`config.mk`:
```
export PLATFORM = sky130hd
export DESIGN_NAME = pcsd_ctrl
export DESIGN_NICKNAME = d
export VERILOG_FILES = /design/src/pcsd_pkg.sv /design/src/pcsd_ctrl.sv
export SDC_FILE = /design/constraint.sdc
export NUM_CORES = 1
export LEC_CHECK = 0
export BUFFER_PORTS_ARGS = -buffer_cell sky130_fd_sc_hd__buf_2
export CAP_MARGIN = 25
export CORE_AREA = 10 10 47 49
export DETAILED_ROUTE_END_ITERATION = 12
export DIE_AREA = 0 0 57 59
export REMOVE_ABC_BUFFERS = 1
export SLEW_MARGIN = 0
export SYNTH_ARGS = -nofsm -noshare
export SYNTH_HDL_FRONTEND = slang
export SYNTH_SLANG_ARGS = --single-unit
```
`constraint.sdc`:
```
create_clock -name aclk -period 2.2 [get_ports aclk]
set_clock_uncertainty 0.15 [all_clocks]
set_input_delay 0.44 -clock aclk [delete_from_list [all_inputs] [get_ports aclk]]
set_output_delay 0.44 -clock aclk [all_outputs]
set_load 0.01 [all_outputs]
```
`src/pcsd_pkg.sv`:
```
// Shared types and constants for the prefix code stream decoder.
package pcsd_pkg;

    localparam int MAX_CODE_LEN = 32;
    localparam int LEN_W        = $clog2(MAX_CODE_LEN + 1);
    localparam int CODE_W       = MAX_CODE_LEN;
    localparam int ENT_W        = LEN_W + CODE_W;
    localparam int SYM_W        = 8;
    localparam int TAB_DEPTH    = 256;

    typedef enum logic [2:0] {
        PH_COUNT_LO = 3'd0,
        PH_COUNT_HI = 3'd1,
        PH_ENT_SYM  = 3'd2,
        PH_ENT_LEN  = 3'd3,
        PH_ENT_CODE = 3'd4,
        PH_BITCOUNT = 3'd5,
        PH_PAYLOAD  = 3'd6
    } phase_t;

    typedef struct packed {
        logic accept;
        logic bit_go;
        logic scan_go;
        logic emit;
        logic flush;
    } cmd_t;

    typedef struct packed {
        logic payload;
        logic acc_full;
        logic match;
        logic scan_end;
        logic last_bit;
        logic more_bits;
        logic pend_valid;
        logic out_free;
    } status_t;

    typedef struct packed {
        logic [SYM_W-1:0] sym;
        logic             err;
        logic             done;
    } result_t;

endpackage

```
`src/pcsd_ctrl.sv`:
```
// Sequencer for header bytes, payload bits, table scans and result hand-off.
module pcsd_ctrl (
    input  logic             aclk,
    input  logic             aresetn,
    input  logic             s_tvalid,
    output logic             s_tready,
    input  pcsd_pkg::status_t st,
    output pcsd_pkg::cmd_t   cmd
);

    typedef enum logic [2:0] {
        S_IDLE,
        S_BIT,
        S_SCAN,
        S_EMIT,
        S_FLUSH
    } state_t;

    state_t state_reg, state_next;
    logic   can_move;

    assign s_tready = (state_reg == S_IDLE);
    assign can_move = !st.pend_valid || st.out_free;

    always_comb begin
        state_next  = state_reg;
        cmd         = '0;
        cmd.accept  = s_tready && s_tvalid;
        unique case (state_reg)
            S_IDLE: begin
                if (cmd.accept && st.payload) begin
                    state_next = S_BIT;
                end
            end
            S_BIT: begin
                cmd.bit_go = 1'b1;
                state_next = st.acc_full ? S_EMIT : S_SCAN;
            end
            S_SCAN: begin
                cmd.scan_go = 1'b1;
                if (st.match || (st.scan_end && st.last_bit)) begin
                    state_next = S_EMIT;
                end else if (st.scan_end) begin
                    state_next = st.more_bits ? S_BIT : S_FLUSH;
                end
            end
            S_EMIT: begin
                if (can_move) begin
                    cmd.emit   = 1'b1;
                    state_next = st.more_bits ? S_BIT : S_FLUSH;
                end
            end
            S_FLUSH: begin
                if (can_move) begin
                    cmd.flush  = 1'b1;
                    state_next = S_IDLE;
                end
            end
            default: state_next = S_IDLE;
        endcase
    end

    always_ff @(posedge aclk) begin
        if (!aresetn) begin
            state_reg <= S_IDLE;
        end else begin
            state_reg <= state_next;
        end
    end

endmodule

```
== After elaboration in Yosys (flattened, before gate mapping) ==
Cells that the tools add are included.
W data, S select, Z words.

* Input bits: 11
* Register bits after elaboration: 3
* Output and inout port bits: 6
* Word-level logic and storage cells: 30

* Reduce and logical (&&, ||, !) cells: 8
* Equal/unequal tests: 8
* Mux-type cells: 13

{| class="wikitable"
|+ Operators by type and width
! cell !! count
|-
| $mux W3 || 6
|-
| $pmux W3 S5 || 1
|-
| $eq A3 B2 Y1 const B || 2
|-
| $mux W1 || 6
|-
| $ne A2 B2 Y1 const B || 2
|-
| $reduce_and A4 Y1 || 1
|-
| $eq A3 B1 Y1 const B || 1
|-
| $eq A3 B3 Y1 const B || 1
|-
| $logic_and A1 B1 Y1 || 3
|-
| $logic_not A3 Y1 || 1
|-
| $ne A3 B3 Y1 const B || 1
|-
| $logic_or A1 B1 Y1 || 2
|-
| $ne A2 B1 Y1 const B || 1
|-
| $logic_not A1 Y1 || 1
|}

== Depth between registers and ports, before layout ==
Gate-level depths: netlist of the first run.

* Depth after elaboration: 5
* Mapped depth: 5
* Gate-level depth less buffers: 4

== Worst setup path after synthesis of the first run ==
No wires, ideal clock.

* Path type: reg-to-output
* Start: register state_reg[1]
* End: output cmd[4] (netlist name)
* Required time: 1610 ps
* Path buffers: 1
* Arrival: 1052 ps
* Cell stages (with the launch flop): 4
* Slack: 558 ps
* Path through: dfxtp_1 > buf_4 > nor3_1 > and2_1

{| class="wikitable"
|+ RTL lines
! element !! RTL line !! source
|-
| from (decl) || pcsd_ctrl.sv:19 || <nowiki>state_t state_reg, state_next;</nowiki>
|-
| from (signal assigned) || pcsd_ctrl.sv:67 || <nowiki>state_reg <= state_next;</nowiki>
|-
| to (decl) || pcsd_ctrl.sv:8 || <nowiki>output pcsd_pkg::cmd_t cmd</nowiki>
|}

==> metrics.txt, run 1 <==
outcome complete, no violations; transition time of the tightest slew-check pin 466 ps; TritonCTS buffer count 3; critical path type reg2out; wire per inst 11.3 microns; final hold violations 0; max-slew violation count 0; Die ar. 0.00336 sq mm; Period minus WS final 1950 ps; routability congestion estimate from global placement 0.767; Layout Cells excl Fill 69; clock tree from TritonCTS done; part of the Yosys area used for sequential elements 0.236; maximum fanout along the worst path 9; power density of the placed cells 1080 mW/mm^2; max reg flops 3; later-pin clock latency in the skew report 230 ps; number of nets at the end of the flow 65; launching element type of the critical path flip-flop; number of placement rows 14; detailed router's first-iteration violation count 3; Arrival @ worst endpoint 1360 ps; post_cts resized 0; total of flip-flops plus latches after synthesis 3; library cell used as clock root buffer sky130_fd_sc_hd__clkbuf_4; first-pass GRT wire length 1.26 mm; largest area contributor in the netlist sky130_fd_sc_hd__dfxtp_1; final worst hold slack 362 ps; all-layer global routing usage 0.0463; Leak 0.172 nW; via count of the first global-routing pass 307; Top Ports 17; antenna cells 0; Syn. warnings 0; detailed placement HPWL 685 microns; clock sink count 3; Filler Cell Count 163; pin count of the biggest net entering global routing 10; number of buffer cells added on primary ports 16; total power 401 uW; crit path setup slack, layout 253 ps; Slew headroom 0.689; total grt overflow 0; signed area change from the synthesized netlist to the final layout 46.8%; H-tree Lvls 1; via count 301; clock transition time at the flip-flop clock pins of the worst setup and hold paths 40 ps; Chip Height 59 microns; Inst Count DP 65; cell area after synthesis 254 sq um; total wire length 783 microns; CTS Buffer Depth 2; per-instance average area after synthesis 7.47 sq um; area of the core 0.00140 sq mm; number of antenna violations at the first check in global routing 0; share of the synthesized area in the top cell type 0.236; accumulated negative setup slack 0 ps; final-report setup violation count 0; Hold Crit Class in2reg; Die Width 57 microns; DRT antenna net count 0; count of buffers added by post-CTS timing repair for setup 0; minimum setup slack after placement 492 ps; crit end category output port; via density per instance 4.36; most common cell after layout, fill and taps aside sky130_fd_sc_hd__buf_2; critical path required time 1610 ps; max_cap viols 0; setup repair after global routing missed its margin false; 1st-pass router iterations 2; placed standard-cell area 347 sq um; Worst IR Drop VDD 0.245 mV; fraction of layout instances using a drive strength above 1 0.415; Post-route DRC 0; maximum clock frequency 514 MHz; Initial Util 0.181; Gate Count Post-Synth 34; final cycle utilization of the critical path 0.885; Final Core Density 0.266; commonest cells after routing, fill and taps aside sky130_fd_sc_hd__buf_2 (16), sky130_fd_sc_hd__nand2_1 (6), sky130_fd_sc_hd__nor2_1 (4); cell types with the largest area share after synthesis sky130_fd_sc_hd__dfxtp_1 (24%), sky130_fd_sc_hd__nand2_1 (8.9%), sky130_fd_sc_hd__a21oi_1 (5.9%); Finished Cell Area 373 sq um; number of library cell types mapped by synthesis 18; CTS Hold Bufs 0
-- layer usage --
metal  track usage  share of wire  up-vias
met5             0              0        -
met2        0.0667           0.40       13
met1        0.0477           0.43      130
met4        0.0201              0        0
met3        0.0386           0.16        0
li1              -              -      158
-- cell families (layout without fill, tap and decap cells) --
family / after synthesis / after routing / share of synthesized area
buf+inv: 1 / 20 / 0.0296
flops: 3 / 3 / 0.236
simple gates: 20 / 20 / 0.424
compound gates: 10 / 10 / 0.310
-- cells in the mapped netlist --
| master | count |
|---|---|
| sky130_fd_sc_hd__dfxtp_1 | 3 |
| sky130_fd_sc_hd__o21ai_0 | 2 |
| sky130_fd_sc_hd__a22o_1 | 1 |
| sky130_fd_sc_hd__nor3b_1 | 2 |
| sky130_fd_sc_hd__a2bb2o_1 | 1 |
| sky130_fd_sc_hd__nor3_1 | 1 |
| sky130_fd_sc_hd__buf_4 | 1 |
| sky130_fd_sc_hd__or3b_4 | 1 |
| sky130_fd_sc_hd__nand2_1 | 6 |
| sky130_fd_sc_hd__a21oi_1 | 3 |
| sky130_fd_sc_hd__nor2_1 | 4 |
| sky130_fd_sc_hd__a21boi_2 | 1 |
| sky130_fd_sc_hd__nor2b_1 | 2 |
| sky130_fd_sc_hd__nand3b_1 | 1 |
| sky130_fd_sc_hd__nand2b_1 | 2 |
| sky130_fd_sc_hd__a221oi_2 | 1 |
| sky130_fd_sc_hd__and2_1 | 1 |
| sky130_fd_sc_hd__o2bb2ai_1 | 1 |
-- worst max-delay path: stages, from the launching register on --
cell	delay, ps
sky130_fd_sc_hd__dfxtp_1	450
sky130_fd_sc_hd__nor3b_1	450
sky130_fd_sc_hd__buf_2	220
-- power breakdown --
group          internal, mW  leakage [nW]  switching [mW]  total, mW
combinational        0.0977         0.133           0.103      0.200
clock                0.0678        0.0150          0.0262     0.0940
sequential           0.0739        0.0246          0.0330      0.107
-- final cells by class --
class | instances | area (sq um) | area share
multi-input cells | 30 | 186 | 0.500
repair buffers | 16 | 80.1 | 0.215
flip-flops and latches | 3 | 60.1 | 0.161
clock buffers | 4 | 26.3 | 0.0705
well taps | 16 | 20.0 | 0.0537
-- final timing paths --
path | end | slack (ps) | depth (start not counted) | from
hold reg to reg | state_reg[1]$_SDFFE_PN0P_ | 420 | 2 | state_reg[1]$_SDFFE_PN0P_
setup / recovery | cmd[2] | 250 | 2 | state_reg[1]$_SDFFE_PN0P_
hold / removal | state_reg[1]$_SDFFE_PN0P_ | 360 | 3 | aresetn
setup reg to reg | state_reg[2]$_SDFFE_PN0P_ | 620 | 4 | state_reg[2]$_SDFFE_PN0P_
No activity file was read; power rests on OpenSTA's default activity.
==> run 2: changes to the inputs <==
==> constraint.sdc (replaced) <==
create_clock -name aclk -period 2.3 [get_ports aclk]
set_clock_uncertainty 0.15 [all_clocks]
set_input_delay 0.115 -clock aclk [delete_from_list [all_inputs] [get_ports aclk]]
set_output_delay 0.115 -clock aclk [all_outputs]
set_load 0.01 [all_outputs]
==> run 2 against run 1 <==
Global-route usage grew 0.52 points. Routed wire length grew 3.7%. Flip-flop and latch count unchanged. Non-clock buffer count did not move. Register-to-register slack improved by 100 ps. Combinational power fell by 4%. Critical path depth is the same. Critical endpoint unchanged. Setup slack better by 430 ps. Largest power group unchanged. Die area is the same. Clock power shrank 0.4%. Power shrank 4.0%.
==> metrics.txt, run 2 (same netlist as run 1, synthesis figures left out) <==
outcome complete, no violations; Leak 0.172 nW; cell-by-cell trace of the critical path nor3b_1 > buf_2; clock tree from TritonCTS done; Slew headroom 0.690; Filler Cell Count 173; met1 track demand over resource in global routing 0.0465; clock transition time at the flip-flop clock pins of the worst setup and hold paths 40 ps; Post-route DRC 0; met2 global-route usage 0.0713; TritonCTS buffer count 3; Worst IR Drop VDD 0.192 mV; critical path required time 2040 ps; Hold Crit Class in2reg; detailed router's first-iteration violation count 1; first-pass GRT wire length 1.32 mm; number of buffer cells added on primary ports 16; minimum setup slack after placement 729 ps; later-pin clock latency in the skew report 230 ps; CTS Buffer Depth 2; final worst hold slack 41.1 ps; via count 302; maximum clock frequency 619 MHz; transition time of the tightest slew-check pin 463 ps; all-layer global routing usage 0.0515; max_cap viols 0; critical path type reg2out; GRT busiest layer met2; antenna cells 0; setup repair after global routing missed its margin false; max reg flops 3; total grt overflow 0; Top Ports 17; final-report setup violation count 0; slowest cell on the critical path sky130_fd_sc_hd__nor3b_1; Arrival @ worst endpoint 1350 ps; wire per inst 11.8 microns; number of antenna violations at the first check in global routing 0; kind of cell adding the most delay to the critical path simple AND/OR/NAND/NOR gates; total wire length 812 microns; Period minus WS final 1610 ps; power density of the placed cells 1030 mW/mm^2; pin count of the biggest net entering global routing 10; Finished Cell Area 373 sq um; final hold violations 0; H-tree Lvls 1; crit path setup slack, layout 685 ps; area of the core 0.00140 sq mm; max-slew violation count 0; 1st-pass router iterations 3; crit end category output port; commonest cells after routing, fill and taps aside sky130_fd_sc_hd__buf_2 (16), sky130_fd_sc_hd__nand2_1 (6), sky130_fd_sc_hd__nor2_1 (4); signed area change from the synthesized netlist to the final layout 46.8%; number of nets at the end of the flow 65; clock sink count 3; count of buffers added by post-CTS timing repair for setup 0; total buffers and inverters traversed by the critical path 1; via count of the first global-routing pass 318; placed standard-cell area 347 sq um; Chip Height 59 microns; met3 track demand over resource in global routing 0.0408; final cycle utilization of the critical path 0.702; highest cell delay on the worst timing path 450 ps; DRT antenna net count 0; Die Width 57 microns; library cell used as clock root buffer sky130_fd_sc_hd__clkbuf_4; Die ar. 0.00336 sq mm; maximum fanout along the worst path 9; routability congestion estimate from global placement 0.818; CTS Hold Bufs 0; fraction of layout instances using a drive strength above 1 0.415; most common cell after layout, fill and taps aside sky130_fd_sc_hd__buf_2; via density per instance 4.38; Initial Util 0.181; launching element type of the critical path flip-flop; number of placement rows 14; accumulated negative setup slack 0 ps; post_cts resized 0; detailed placement HPWL 693 microns
-- run 2: cell counts in the layout (fill, tap and decap cells not counted) --
Identical to the previous run, type by type.
-- run 2: metrics by stage --
step,std cells,power (mW),util
6_report,69,0.385,0.266
5_1_grt,69,0.420,0.266
4_1_cts,69,0.397,0.266
3_5_place_dp,65,0.297,0.247
3_3_place_gp,65,0.295,0.247
2_1_floorplan,33,0.223,-
-- run 2: area by class of cell --
type	count	area, sq um	share of cell area
repair buffers	16	80.1	0.215
flip-flops and latches	3	60.1	0.161
well taps	16	20.0	0.0537
clock buffers	4	26.3	0.0705
multi-input cells	30	186	0.500
-- run 2: where the power goes --
part | total [mW] | switching [mW] | internal (mW)
clock | 0.0936 | 0.0285 | 0.0651
combinational | 0.192 | 0.0988 | 0.0935
sequential | 0.0995 | 0.0288 | 0.0706
total | 0.385 | 0.156 | 0.229
-- run 2: final timing paths --
check             slack (ps)  depth (start not counted)                   endpoint                       from
setup / recovery         690                          2                     cmd[2]  state_reg[1]$_SDFFE_PN0P_
hold / removal            40                          3  state_reg[1]$_SDFFE_PN0P_                    aresetn
setup reg to reg         720                          4  state_reg[2]$_SDFFE_PN0P_  state_reg[2]$_SDFFE_PN0P_
hold reg to reg          420                          2  state_reg[1]$_SDFFE_PN0P_  state_reg[1]$_SDFFE_PN0P_
-- run 2: layer usage --
metal / routed length (microns) / vias to the layer above
li1: - / 159
met1: 328 / 128
met2: 351 / 13
met3: 124 / 2
met4: 8 / 0
met5: 0 / -
-- run 2: tightest hold or removal path: stages --
cell                      delay [ps]
sky130_fd_sc_hd__buf_2           120
sky130_fd_sc_hd__o21ai_0          80
sky130_fd_sc_hd__o21ai_0          70
==> run 3: changes to the inputs <==
Clock period 2.3 ns to 1.4 ns, I/O delays scaled along.
==> run 3 against run 2 <==
The run now ends with negative setup slack left. Routed wire length is 14% higher. Core utilization is 14 points higher. Count of clock-buffer cells in the layout stayed put. Power grew to 2.7 times the previous value. Critical endpoint is now cmd[0]. Flip-flop and latch count stayed put. Sequential share of layout area is 4.9 points lower. Design area is 53% higher.
==> metrics.txt, run 3 (same netlist as run 1, synthesis figures left out) <==
most common cell after layout, fill and taps aside sky130_fd_sc_hd__buf_2; maximum clock frequency 674 MHz; worst reg2reg path startpoint state_reg[1]$_SDFFE_PN0P_; clock transition time at the flip-flop clock pins of the worst setup and hold paths 40 ps; detailed placement HPWL 727 microns; FF/Latch Area 63.8 sq um; Initial Util 0.181; top layer in use met3; met2 WL 418 microns; critical path required time 1180 ps; Leak 0.260 nW; Slew headroom 0.762; worst hold stages 4; library cell used as clock root buffer sky130_fd_sc_hd__clkbuf_4; pin count of the biggest net entering global routing 7; 1st-pass router iterations 2; worst reg2reg path endpoint state_reg[2]$_SDFFE_PN0P_; Hold Crit Class in2reg; commonest cells after routing, fill and taps aside sky130_fd_sc_hd__buf_2 (14), sky130_fd_sc_hd__buf_4 (9), sky130_fd_sc_hd__nand2_1 (6), sky130_fd_sc_hd__buf_6 (6); later-pin clock latency in the skew report 230 ps; first-pass GRT wire length 1.55 mm; maximum fanout along the worst path 4; clock tree from TritonCTS done; fraction of layout instances using a drive strength above 1 0.657; met1 wire length 382 microns; Clk pwr share 0.144; internal power consumption 677 uW; Comb pwr share 0.714; crit end category output port; wire per inst 11.1 microns; number of buffer cells added on primary ports 16; Post-route DRC 0; violations in the final reports negative setup slack; total wire length 924 microns; Die ar. 0.00336 sq mm; via count 370; CTS Buffer Depth 2; final cycle utilization of the critical path 1.06; setup repair after global routing missed its margin true; max-slew violation count 0; clock sink count 3; Arrival @ worst endpoint 1260 ps; minimum setup slack after placement -61.7 ps; number of placement rows 14; Period minus WS final 1480 ps; crit path setup slack, layout -83.5 ps; multi-input combinational cell area 245 sq um; H-tree Lvls 1; number of nets at the end of the flow 79; final-report setup violation count 4; Top Ports 17; signed area change from the synthesized netlist to the final layout 125%; outcome finished, violations left; area of the core 0.00140 sq mm; transition time of the tightest slew-check pin 356 ps; via count of the first global-routing pass 374; WL met3 122 microns; switching share of power 0.346; Die Width 57 microns; all-layer global routing usage 0.0567; Sequential Power Share 0.142; final hold violations 0; power density of the placed cells 1810 mW/mm^2; antenna cells 0; Chip Height 59 microns; Worst IR Drop VDD 0.621 mV; routability congestion estimate from global placement 0.758; Hold Path End state_reg[0]$_SDFFE_PN0P_; final worst hold slack 52.8 ps; Worst Reg-to-Reg Cells 4; launching element type of the critical path flip-flop; total power 1.03 mW; number of antenna violations at the first check in global routing 0; TritonCTS buffer count 3; max reg flops 3; total grt overflow 0; detailed router's first-iteration violation count 6; critical path type reg2out; max_cap viols 0; via density per instance 4.46; Hold Path Origin st[0]; net switching power of the design 358 uW; setup slack on the worst flop-to-flop path -80 ps; Filler Cell Count 151; DRT antenna net count 0
run 3: cell types whose count changed in the layout (fill, tap and decap cells not counted), moves of 2 or more:
cell                      change
sky130_fd_sc_hd__dfxtp_1      -3
sky130_fd_sc_hd__dfxtp_2      +3
sky130_fd_sc_hd__buf_4        +9
sky130_fd_sc_hd__buf_6        +6
sky130_fd_sc_hd__buf_2        -2
run 3: worst max path at each step:
stage	startpoint	endpoint	slack [ps]	cells past startpoint
2_1_floorplan	state_reg[1]$_SDFFE_PN0P_	state_reg[2]$_SDFFE_PN0P_	-210	3
3_3_place_gp	state_reg[2]$_SDFFE_PN0P_	state_reg[2]$_SDFFE_PN0P_	-90	5
3_5_place_dp	state_reg[1]$_SDFFE_PN0P_	state_reg[2]$_SDFFE_PN0P_	-60	4
4_1_cts	state_reg[2]$_SDFFE_PN0P_	cmd[0]	-100	4
5_1_grt	state_reg[1]$_SDFFE_PN0P_	cmd[0]	-120	4
6_report	state_reg[1]$_SDFFE_PN0P_	cmd[0]	-80	4
run 3: cell type report:
type	count	area share
multi-input combinational	30	0.430
timing repair buffer	30	0.377
clock buffer	4	0.0461
tap	16	0.0351
sequential	3	0.112
run 3: through the flow:
stage / instance area [sq um] / utilization / setup TNS, ps / cells
final: 571 / 0.407 / -245 / 83
after global routing: 571 / 0.407 / -498 / 83
after CTS: 495 / 0.354 / -246 / 81
after detailed placement: 414 / 0.296 / -61.7 / 74
after global placement: 414 / 0.296 / -159 / 74
after floorplan: 246 / - / -393 / 33
run 3: per-layer routing:
metal,global-route usage,vias to the layer above
met5,0,-
met3,0.0322,0
li1,-,191
met1,0.0621,164
met4,0.0403,0
met2,0.0806,15
run 3: timing repair:
item / in CTS / in global routing
setup buffers: 2 / 2
resized for setup: 8 / 13
endpoints found under the hold margin: 1 / 0
hold buffers: 1 / 0
pin swaps: 1 / 6
setup endpoints to repair: 7 / 8
gates cloned: 0 / 0
run 3: power groups by stage:
stage	Sequential, mW	Clock (mW)	Combinational (mW)
6_report	0.147	0.149	0.738
4_1_cts	0.141	0.159	0.571
5_1_grt	0.152	0.164	0.798
2_1_floorplan	0.155	0	0.211
3_5_place_dp	0.141	0	0.488
3_3_place_gp	0.138	0	0.489
run 3: critical path, cell delays in order, from the launching register on:
cell and delay, ps:
sky130_fd_sc_hd__dfxtp_2 320, sky130_fd_sc_hd__or3b_4 410, sky130_fd_sc_hd__buf_6 130, sky130_fd_sc_hd__nor2_4 70, sky130_fd_sc_hd__buf_6 100
